$ cat src/rtl/ofr_pkg.sv
// ofr_pkg: shared types and constants for the opacity fade ramp
// request and result structs, queue entry, operation codes and back-end states
// no dependencies
package ofr_pkg;

  // defaults for the top-level parameters
  localparam int TYPE_BITS_DEF     = 8;
  localparam int REVISION_BITS_DEF = 32;

  // fixed field widths
  localparam int TICK_W      = 64;
  localparam int RAW_W       = 64;
  localparam int UNIT_W      = 33;
  localparam int FIELD_TYPE_W = 8;
  localparam int REV_OUT_W   = 32;
  localparam int ELAPSED_W   = 31;
  localparam int AMOUNT_W    = 64;

  // depth of the queue between front and back
  localparam int QUEUE_DEPTH = 2;

  // unit value and elapsed-tick cap
  localparam logic [UNIT_W-1:0]    ONE_Q       = 33'h1_0000_0000;
  localparam logic [ELAPSED_W-1:0] ELAPSED_CAP = 31'h7FFF_FFFF;

  // request kind codes
  localparam logic [1:0] KIND_ADVANCE  = 2'd0;
  localparam logic [1:0] KIND_SET_TYPE = 2'd1;
  localparam logic [1:0] KIND_SET_FADE = 2'd2;

  // classified operation
  typedef enum logic [1:0] {
    OP_NONE,
    OP_ADVANCE,
    OP_SET_TYPE,
    OP_SET_FADE
  } op_t;

  // back-end sequencer states
  typedef enum logic [1:0] {
    ST_IDLE,
    ST_MUL,
    ST_APPLY
  } back_state_t;

  typedef struct packed {
    logic [1:0]              kind;
    logic [TICK_W-1:0]       tick;
    logic [FIELD_TYPE_W-1:0] new_decal_type;
    logic                    start_transparent;
    logic signed [RAW_W-1:0] target_opacity_in;
    logic signed [RAW_W-1:0] fade_rate_in;
  } req_t;

  typedef struct packed {
    logic                    present;
    logic [FIELD_TYPE_W-1:0] decal_type;
    logic [UNIT_W-1:0]       opacity;
    logic [UNIT_W-1:0]       fade_target;
    logic [UNIT_W-1:0]       fade_rate;
    logic [REV_OUT_W-1:0]    revision;
  } rsp_t;

  // classified request as held in the queue
  typedef struct packed {
    op_t                     op;
    logic [TICK_W-1:0]       tick;
    logic [FIELD_TYPE_W-1:0] new_type;
    logic                    start_one;
    logic [UNIT_W-1:0]       target;
    logic [UNIT_W-1:0]       rate;
  } entry_t;

endpackage

$ cat src/rtl/ofr_front.sv
// ofr_front: classifies a request and clamps its target and rate
// combinational; uses ofr_pkg
module ofr_front (
  input  ofr_pkg::req_t   req,
  output ofr_pkg::entry_t entry
);

  logic [ofr_pkg::RAW_W-1:0] rate_mag;
  logic [ofr_pkg::RAW_W-1:0] tgt_raw;

  assign tgt_raw  = req.target_opacity_in;
  // magnitude; the most negative value stays 2^63 and saturates below
  assign rate_mag = req.fade_rate_in[ofr_pkg::RAW_W-1]
                  ? (ofr_pkg::RAW_W'(0) - req.fade_rate_in) : req.fade_rate_in;

  always_comb begin
    case (req.kind)
      ofr_pkg::KIND_ADVANCE:  entry.op = ofr_pkg::OP_ADVANCE;
      ofr_pkg::KIND_SET_TYPE: entry.op = ofr_pkg::OP_SET_TYPE;
      ofr_pkg::KIND_SET_FADE: entry.op = ofr_pkg::OP_SET_FADE;
      default:                entry.op = ofr_pkg::OP_NONE;
    endcase

    entry.tick      = req.tick;
    entry.new_type  = req.new_decal_type;
    entry.start_one = !req.start_transparent;

    // target: negative to zero, above one to one
    if (tgt_raw[ofr_pkg::RAW_W-1]) begin
      entry.target = '0;
    end else if (tgt_raw > ofr_pkg::RAW_W'(ofr_pkg::ONE_Q)) begin
      entry.target = ofr_pkg::ONE_Q;
    end else begin
      entry.target = tgt_raw[ofr_pkg::UNIT_W-1:0];
    end

    if (rate_mag > ofr_pkg::RAW_W'(ofr_pkg::ONE_Q)) begin
      entry.rate = ofr_pkg::ONE_Q;
    end else begin
      entry.rate = rate_mag[ofr_pkg::UNIT_W-1:0];
    end
  end

endmodule

$ cat src/rtl/ofr_queue.sv
// ofr_queue: short first-in first-out queue of classified requests
// sits between front and back; uses ofr_pkg
module ofr_queue (
  input  logic            clk,
  input  logic            rst,
  input  logic            push,
  input  ofr_pkg::entry_t wr,
  output logic            full,
  input  logic            pop,
  output ofr_pkg::entry_t rd,
  output logic            not_empty
);

  localparam int PTR_W = (ofr_pkg::QUEUE_DEPTH > 1) ? $clog2(ofr_pkg::QUEUE_DEPTH) : 1;
  localparam int CNT_W = $clog2(ofr_pkg::QUEUE_DEPTH + 1);
  localparam logic [PTR_W-1:0] LAST_PTR = PTR_W'(ofr_pkg::QUEUE_DEPTH - 1);

  ofr_pkg::entry_t slots [ofr_pkg::QUEUE_DEPTH];
  logic [PTR_W-1:0] wr_ptr;
  logic [PTR_W-1:0] rd_ptr;
  logic [CNT_W-1:0] count;

  assign full      = (count == CNT_W'(ofr_pkg::QUEUE_DEPTH));
  assign not_empty = (count != '0);
  assign rd        = slots[rd_ptr];

  always_ff @(posedge clk) begin
    if (rst) begin
      wr_ptr <= '0;
      rd_ptr <= '0;
      count  <= '0;
    end else begin
      if (push) begin
        wr_ptr <= (wr_ptr == LAST_PTR) ? '0 : wr_ptr + PTR_W'(1);
      end
      if (pop) begin
        rd_ptr <= (rd_ptr == LAST_PTR) ? '0 : rd_ptr + PTR_W'(1);
      end
      if (push && !pop) begin
        count <= count + CNT_W'(1);
      end else if (pop && !push) begin
        count <= count - CNT_W'(1);
      end
    end
  end

  always_ff @(posedge clk) begin
    if (push) begin
      slots[wr_ptr] <= wr;
    end
  end

endmodule

$ cat src/rtl/ofr_back.sv
// ofr_back: layer state, fade advance and result register
// three-step sequencer (elapsed, multiply, apply); uses ofr_pkg
module ofr_back #(
  parameter int TYPE_BITS     = ofr_pkg::TYPE_BITS_DEF,
  parameter int REVISION_BITS = ofr_pkg::REVISION_BITS_DEF
) (
  input  logic            clk,
  input  logic            rst,
  input  ofr_pkg::entry_t head,
  input  logic            head_valid,
  output logic            pop,
  output logic            rsp_valid,
  output ofr_pkg::rsp_t   rsp,
  input  logic            rsp_stall
);

  localparam int TW = (TYPE_BITS < ofr_pkg::FIELD_TYPE_W) ? TYPE_BITS : ofr_pkg::FIELD_TYPE_W;
  localparam int UW = ofr_pkg::UNIT_W;

  ofr_pkg::back_state_t st, st_next;
  logic commit;

  // layer state
  logic                     present_flag, present_flag_next;
  logic [TW-1:0]            layer_type, layer_type_next;
  logic [UW-1:0]            opacity_reg, opacity_reg_next;
  logic [UW-1:0]            target_reg, target_reg_next;
  logic [UW-1:0]            rate_reg, rate_reg_next;
  logic [ofr_pkg::TICK_W-1:0] last_tick, last_tick_next;
  logic [REVISION_BITS-1:0] revision_count, revision_count_next;

  // work registers
  ofr_pkg::entry_t              cur;
  logic                         later;
  logic [ofr_pkg::ELAPSED_W-1:0] elapsed;
  logic [ofr_pkg::AMOUNT_W-1:0] amount;

  logic [ofr_pkg::TICK_W-1:0]   diff;
  logic                         head_later;
  logic [ofr_pkg::ELAPSED_W-1:0] elapsed_cap;
  logic [ofr_pkg::AMOUNT_W-1:0] product;

  logic [TW-1:0] new_type;
  logic [UW-1:0] start_val;
  logic          adv_en, moving, rising, reach;
  logic [UW-1:0] gap, op_step;
  logic          bump_step, clear_type, bump_type, bump_fade, create;
  logic [TW-1:0] type_adv;
  logic [2:0]    bumps;

  // sequencer
  always_comb begin
    st_next = st;
    case (st)
      ofr_pkg::ST_IDLE:  if (head_valid) st_next = ofr_pkg::ST_MUL;
      ofr_pkg::ST_MUL:   st_next = ofr_pkg::ST_APPLY;
      ofr_pkg::ST_APPLY: if (!rsp_valid || !rsp_stall) st_next = ofr_pkg::ST_IDLE;
      default:           st_next = ofr_pkg::ST_IDLE;
    endcase
  end

  always_comb begin
    pop    = 1'b0;
    commit = 1'b0;
    case (st)
      ofr_pkg::ST_IDLE:  pop = head_valid;
      ofr_pkg::ST_APPLY: commit = !rsp_valid || !rsp_stall;
      default: begin
        pop    = 1'b0;
        commit = 1'b0;
      end
    endcase
  end

  // elapsed ticks against the head request
  assign diff        = head.tick - last_tick;
  assign head_later  = head.tick > last_tick;
  assign elapsed_cap = (|diff[ofr_pkg::TICK_W-1:ofr_pkg::ELAPSED_W])
                     ? ofr_pkg::ELAPSED_CAP : diff[ofr_pkg::ELAPSED_W-1:0];

  assign product = {{(ofr_pkg::AMOUNT_W-UW){1'b0}}, rate_reg}
                 * {{(ofr_pkg::AMOUNT_W-ofr_pkg::ELAPSED_W){1'b0}}, elapsed};

  // apply step
  always_comb begin
    new_type  = TW'(cur.new_type);
    start_val = cur.start_one ? ofr_pkg::ONE_Q : '0;

    adv_en = present_flag && ((cur.op == ofr_pkg::OP_ADVANCE) ||
                              (cur.op == ofr_pkg::OP_SET_TYPE) ||
                              ((cur.op == ofr_pkg::OP_SET_FADE) && (layer_type != '0)));
    moving = adv_en && later && (rate_reg != '0) && (opacity_reg != target_reg);
    rising = opacity_reg < target_reg;
    gap    = rising ? (target_reg - opacity_reg) : (opacity_reg - target_reg);
    // amount never exceeds 2^63, so a gap at or below it reaches the target
    reach  = (|amount[ofr_pkg::AMOUNT_W-1:UW]) || (gap <= amount[UW-1:0]);
    if (reach) begin
      op_step = target_reg;
    end else if (rising) begin
      op_step = opacity_reg + amount[UW-1:0];
    end else begin
      op_step = opacity_reg - amount[UW-1:0];
    end
    bump_step  = moving && (op_step != opacity_reg);
    clear_type = moving && (op_step == '0) && (target_reg == '0) && (layer_type != '0);
    type_adv   = clear_type ? '0 : layer_type;

    present_flag_next = present_flag;
    layer_type_next   = type_adv;
    opacity_reg_next  = moving ? op_step : opacity_reg;
    target_reg_next   = target_reg;
    rate_reg_next     = rate_reg;
    last_tick_next    = (adv_en && later) ? cur.tick : last_tick;
    bump_type         = 1'b0;
    bump_fade         = 1'b0;
    create            = 1'b0;

    case (cur.op)
      ofr_pkg::OP_SET_TYPE: begin
        if (!present_flag) begin
          create            = 1'b1;
          present_flag_next = 1'b1;
          layer_type_next   = new_type;
          opacity_reg_next  = start_val;
          target_reg_next   = start_val;
          rate_reg_next     = '0;
          last_tick_next    = cur.tick;
        end else if (type_adv != new_type) begin
          layer_type_next = new_type;
          bump_type       = 1'b1;
          // empty layer gets a fresh opacity
          if (type_adv == '0) begin
            opacity_reg_next = start_val;
            target_reg_next  = start_val;
            rate_reg_next    = '0;
          end
        end
      end
      ofr_pkg::OP_SET_FADE: begin
        if (adv_en && ((target_reg != cur.target) || (rate_reg != cur.rate))) begin
          target_reg_next = cur.target;
          rate_reg_next   = cur.rate;
          bump_fade       = 1'b1;
        end
      end
      default: begin
        create = 1'b0;
      end
    endcase

    bumps = {2'b00, bump_step} + {2'b00, clear_type} + {2'b00, bump_type} + {2'b00, bump_fade};
    revision_count_next = create ? REVISION_BITS'(1)
                                 : revision_count + REVISION_BITS'(bumps);
  end

  always_ff @(posedge clk) begin
    if (rst) begin
      st             <= ofr_pkg::ST_IDLE;
      rsp_valid      <= 1'b0;
      present_flag   <= 1'b0;
      layer_type     <= '0;
      opacity_reg    <= '0;
      target_reg     <= '0;
      rate_reg       <= '0;
      last_tick      <= '0;
      revision_count <= '0;
    end else begin
      st <= st_next;
      if (commit) begin
        rsp_valid      <= 1'b1;
        present_flag   <= present_flag_next;
        layer_type     <= layer_type_next;
        opacity_reg    <= opacity_reg_next;
        target_reg     <= target_reg_next;
        rate_reg       <= rate_reg_next;
        last_tick      <= last_tick_next;
        revision_count <= revision_count_next;
      end else if (!rsp_stall) begin
        rsp_valid <= 1'b0;
      end
    end
  end

  always_ff @(posedge clk) begin
    if (pop) begin
      cur     <= head;
      later   <= head_later;
      elapsed <= elapsed_cap;
    end
    if (st == ofr_pkg::ST_MUL) begin
      amount <= product;
    end
    if (commit) begin
      rsp.present     <= present_flag_next;
      rsp.decal_type  <= ofr_pkg::FIELD_TYPE_W'(layer_type_next);
      rsp.opacity     <= opacity_reg_next;
      rsp.fade_target <= target_reg_next;
      rsp.fade_rate   <= rate_reg_next;
      rsp.revision    <= ofr_pkg::REV_OUT_W'(revision_count_next);
    end
  end

  // a new result only ever follows an apply step
  a_rsp_from_apply: assert property (@(posedge clk) disable iff (rst)
    $rose(rsp_valid) |-> $past(st == ofr_pkg::ST_APPLY))
    else $error("result raised without an apply step");

  // requests are only taken from a non-empty queue
  a_pop_nonempty: assert property (@(posedge clk) disable iff (rst)
    pop |-> head_valid)
    else $error("pop from empty queue");

  // opacity and target never leave the unit range
  a_unit_range: assert property (@(posedge clk) disable iff (rst)
    (opacity_reg <= ofr_pkg::ONE_Q) && (target_reg <= ofr_pkg::ONE_Q))
    else $error("opacity or target above one");

  // creation restarts the revision count at one
  a_create_rev: assert property (@(posedge clk) disable iff (rst)
    (commit && create) |=> (revision_count == REVISION_BITS'(1)))
    else $error("revision not one after creation");

  // once the layer exists its last tick only moves forward
  a_tick_forward: assert property (@(posedge clk) disable iff (rst)
    (present_flag && $past(present_flag)) |-> (last_tick >= $past(last_tick)))
    else $error("last tick moved backwards");

endmodule

$ cat src/rtl/opacity_fade_ramp.sv
// opacity_fade_ramp: top level of the single-layer linear fade ramp
// joins ofr_front, ofr_queue and ofr_back; uses ofr_pkg
//
//   channel | payload | handshake            | role
//   --------+---------+----------------------+------------------------------
//   req     | req_t   | req_valid, req_stall | request in: advance/type/fade
//   rsp     | rsp_t   | rsp_valid, rsp_stall | one result per request
//
// the back end takes each request through three steps: elapsed ticks, the rate-by-elapsed
// multiply, then the apply step; it pops the next request only after that apply step
// a taken request is registered in the queue, then in the work registers, amount and the result
// requests wait in a two-entry queue; req_stall is high only while that queue is full
// a result waiting under rsp_stall holds the back end only at its apply step
// reset (rst, synchronous) empties the queue and clears the layer state
module opacity_fade_ramp #(
  parameter int TYPE_BITS     = ofr_pkg::TYPE_BITS_DEF,
  parameter int REVISION_BITS = ofr_pkg::REVISION_BITS_DEF
) (
  input  logic          clk,
  input  logic          rst,
  input  logic          req_valid,
  output logic          req_stall,
  input  ofr_pkg::req_t req,
  output logic          rsp_valid,
  input  logic          rsp_stall,
  output ofr_pkg::rsp_t rsp
);

  // classified request from the front
  ofr_pkg::entry_t front_entry;
  // head of the queue towards the back end
  ofr_pkg::entry_t head;
  logic            q_full;
  logic            q_not_empty;
  logic            q_pop;
  logic            q_push;

  // request taken whenever the queue has room
  assign req_stall = q_full;
  assign q_push    = req_valid && !q_full;

  ofr_front u_front (
    .req   (req),
    .entry (front_entry)
  );

  ofr_queue u_queue (
    .clk       (clk),
    .rst       (rst),
    .push      (q_push),
    .wr        (front_entry),
    .full      (q_full),
    .pop       (q_pop),
    .rd        (head),
    .not_empty (q_not_empty)
  );

  // layer state, fade arithmetic and the result register
  ofr_back #(
    .TYPE_BITS     (TYPE_BITS),
    .REVISION_BITS (REVISION_BITS)
  ) u_back (
    .clk        (clk),
    .rst        (rst),
    .head       (head),
    .head_valid (q_not_empty),
    .pop        (q_pop),
    .rsp_valid  (rsp_valid),
    .rsp        (rsp),
    .rsp_stall  (rsp_stall)
  );

endmodule
$ cat config.mk
export PLATFORM = sky130hd
export DESIGN_NAME = opacity_fade_ramp
export DESIGN_NICKNAME = d
export VERILOG_FILES = /design/src/rtl/ofr_pkg.sv /design/src/rtl/ofr_front.sv /design/src/rtl/ofr_queue.sv /design/src/rtl/ofr_back.sv /design/src/rtl/opacity_fade_ramp.sv
export SDC_FILE = /design/constraint.sdc
export NUM_CORES = 2
export LEC_CHECK = 0
export BUFFER_PORTS_ARGS = -buffer_cell sky130_fd_sc_hd__buf_2
export CORE_ASPECT_RATIO = 0.5
export CORE_MARGIN = 3
export CORE_UTILIZATION = 59
export DETAILED_ROUTE_END_ITERATION = 7
export HOLD_SLACK_MARGIN = 0.06
export MAX_ROUTING_LAYER = met4
export PLACE_DENSITY = 0.77
export REMOVE_ABC_BUFFERS = 1
export SLEW_MARGIN = 20
export SYNTH_ARGS = -nofsm -noshare
export SYNTH_HDL_FRONTEND = slang
export SYNTH_SLANG_ARGS = --single-unit
export TNS_END_PERCENT = 5
$ cat constraint.sdc
create_clock -name clk -period 10.78 [get_ports clk]
set_input_delay 1.078 -clock clk [delete_from_list [all_inputs] [get_ports clk]]
set_output_delay 1.078 -clock clk [all_outputs]
set_load 0.01 [all_outputs]
==> run_results.csv <==
group,metric,value,unit
worst_setup_path,r2r_end,"u_back.revision_count[30]",
finish,postLayoutCellArea,0.0857,sq mm
worst_setup_path,max_stage_delay,490,ps
floorplan,die_x,522,microns
timing,hold_violations,0,
timing,setup_ws,626,ps
synth,synth_edf_count,659,
worst_setup_path,crit_fanout,15,
floorplan,start_util,0.603,
synth,synth_top_area_frac,0.252,
worst_hold_path,min-delay-start,"u_back.last_tick[48]",
global_route,grt_pass1_wl,364,mm
route,drc,0,
clocking,cts_sinks,871,
worst_hold_path,hold_depth,2,
synth,synth_common_cells,"nand2_1, inv_1, fa_1",
route,num_vias,61300,
finish,reg_top3,"u_queue.slots (282), u_back.rsp (140), u_back.cur (133)",
placement,globalplace.congestion,1.03,
timing,skew,45.1,ps
synth,ys_types,98,
global_route,grt_pass1_vias,62100,
clocking,root_buffer,"clkbuf_16",
route,first_pass_iters,8,
timing,period_minus_slack,10150,ps
global_route,grt_usage,0.354,
timing,max_slew_margin,0.179,
synth,synth_cells,8072,
synth,synthArstFlopShare,0,
clocking,clk_pin_slew,70,ps
worst_hold_path,hp-class,"reg2reg",
finish,area_growth,8.99,%
power_and_ir_drop,p_leak,36.6,nW
finish,largest_reg_flops,282,
floorplan,chipHeight,264,microns
global_route,overflow,0,
timing,maxClockFrequency,0.0985,GHz
run_status,status,"completed",
timing,maxSlewViolCount,0,
placement,place_area,0.0828,sq mm
route,avgRoutedWirePerCell,23.2,microns
placement,port_buffers,348,
worst_setup_path,crit_arrival,10800,ps
route,wl,236,mm
timing,finalCritPeriodShare,0.942,
finish,drive_above_1_share,0.111,
finish,top_register,"u_queue.slots",
synth,synth_area,0.0786,sq mm
clocking,clockBufferDepth,3,
worst_setup_path,worstSetupPathType,"reg2reg",
timing,rsz0062_at_grt,"false",
clocking,clk_latency,720,ps
finish,nNetsFinal,9877,
global_route,grt_max_degree,109,
job,max_cap_violations,0,
route,vias_per_cell,6.05,
timing,worst_slew_pin_slew,1230,ps
worst_setup_path,r2r-start,"u_back.target_reg[7]",
synth,synth.avg_cell_area,9.74,sq um
floorplan,core,0.130,sq mm
worst_setup_path,r2r_cells,43,
worst_setup_path,cp-start-kind,"flop",
synth,yosys.area.top_type,"edfxtp_1",
worst_setup_path,worst-r2r-setup-slack,630,ps
timing,tns,0,ps
synth,yosysWarnings,0,
synth,yosys-top-cells-area,"edfxtp_1, fa_1, ha_1",
worst_setup_path,crit_required,11420,ps
worst_setup_path,cpMaxStageDelayCell,"o41a_1",
synth,seq_area_frac_synth,0.306,
synth,ys_ff_latch,871,
synth,yosysMostFrequentCell,"nand2_1",
global_route,antenna_found_initial,8,
route,ant_nets,0,
floorplan,rows,93,
clocking,cts_htree_levels,3,
clocking,numCtsBuffers,80,
worst_setup_path,worstSetupEndpointType,"flop",
floorplan,num_io_pins,349,
power_and_ir_drop,p_per_area,127,mW/mm^2
placement,dp_hpwl,181,mm
timing,setup_viol,0,
synth,ys.flop_type,"edfxtp_1",
power_and_ir_drop,vdd_ir_drop_max,0.235,mV
worst_hold_path,worstHoldEndpoint,"u_back.last_tick[48]",
clocking,cts_tree,"done",
placement,pre_cts_ws,689,ps
floorplan,fp.dieArea,0.138,sq mm
route,drt_iter0_drc,6626,
==> report_power, final <==
| group | total [mW] | internal (mW) | switching (mW) |
|---|---|---|---|
| Combinational | 3.08 | 1.03 | 2.05 |
| Clock | 3.00 | 1.61 | 1.39 |
| Sequential | 4.76 | 4.39 | 0.367 |
==> layout make-up <==
type                            instances  area [sq um]
Antenna cell                            7          17.5
Clock buffer                          100          2210
Clock inverter                         50           548
Fill cell                           10300         44800
Inverter                             1180          4440
Multi-Input combinational cell       5581         48600
Sequential cell                       871         24000
Tap cell                             1757          2200
Timing Repair Buffer                  592          3650
==> how the worst max path moves through the flow <==
stage	cells after the start	slack [ps]	from	end
after floorplan	28	-40	u_back.target_reg[8]	u_back.rate_reg[0]
final	43	630	u_back.target_reg[7]	u_back.revision_count[30]
after CTS	44	580	u_back.target_reg[1]	u_back.revision_count[30]
after global placement	42	810	u_back.target_reg[1]	u_back.revision_count[30]
after detailed placement	42	690	u_back.target_reg[10]	u_back.revision_count[18]
after global routing	44	20	u_back.target_reg[7]	u_back.revision_count[26]
==> what timing repair did <==
| item | in CTS | in global routing |
|---|---|---|
| resized for setup | 0 | 6 |
| hold buffers | 0 | 0 |
| setup endpoints to repair | 0 | 20 |
| buffers inserted | 0 | 0 |
==> per-layer routing <==
layer	vias up	global-route usage	part of all wire
met5	-	-	0
met4	0	0.147	0.048
met1	30400	0.460	0.40
met3	664	0.0703	0.094
met2	3095	0.546	0.46
li1	27100	-	-
==> logic make-up (layout without fill, tap and decap cells) <==
group / count (synthesis) / count (layout) / share of synthesized area
AO/OA/AOI/OAI: 1244 / 1244 / 0.105
XOR/XNOR: 357 / 357 / 0.0398
adder cells (fa/ha/maj): 1364 / 1364 / 0.303
buffers and inverters: 1620 / 1922 / 0.0782
flip-flops: 871 / 871 / 0.306
multiplexers: 162 / 162 / 0.0229
other: 0 / 7 / 0
AND/OR/NAND/NOR: 2454 / 2454 / 0.145
==> metrics by stage <==
| stage | hold slack [ps] | std cells | utilization | power (mW) |
|---|---|---|---|---|
| final | 454 | 10100 | 0.657 | 10.8 |
| after global routing | 475 | 10100 | 0.657 | 11.3 |
| after CTS | 457 | 10100 | 0.656 | 10.8 |
| after detailed placement | 448 | 9979 | 0.635 | 7.82 |
| after global placement | 441 | 9978 | 0.635 | 7.78 |
| after floorplan | 430 | 7632 | - | 6.78 |
==> critical path: cells and delay by family, from the launching register on <==
family | cells | cell delay [ps]
AO/OA/AOI/OAI | 14 | 3540
XOR/XNOR | 3 | 440
adder cells (fa/ha/maj) | 6 | 2140
buffers and inverters | 5 | 710
flip-flops | 1 | 460
AND/OR/NAND/NOR | 15 | 2800
==> layout by cell type, fill, tap and decap left out, types with 82 or more instances in the layout <==
cell       synthesis  layout
mux2_2           143     143
xor2_1           168     167
nand4_1           86      86
buf_2             16     347
a22o_1           149     149
a21o_1           136     136
o21ai_0          175     171
a21oi_1          371     369
nor4_1           112     112
edfxtp_1         659     659
buf_4              1     239
ha_1             463     462
nand2_1         1284    1283
inv_1           1179    1178
fa_1             901     901
nor2_1           316     313
dfxtp_1          212     210
and2_1           227     226
xnor2_1          189     189
clkbuf_16          0      82
(Power assumes the default switching activity.)
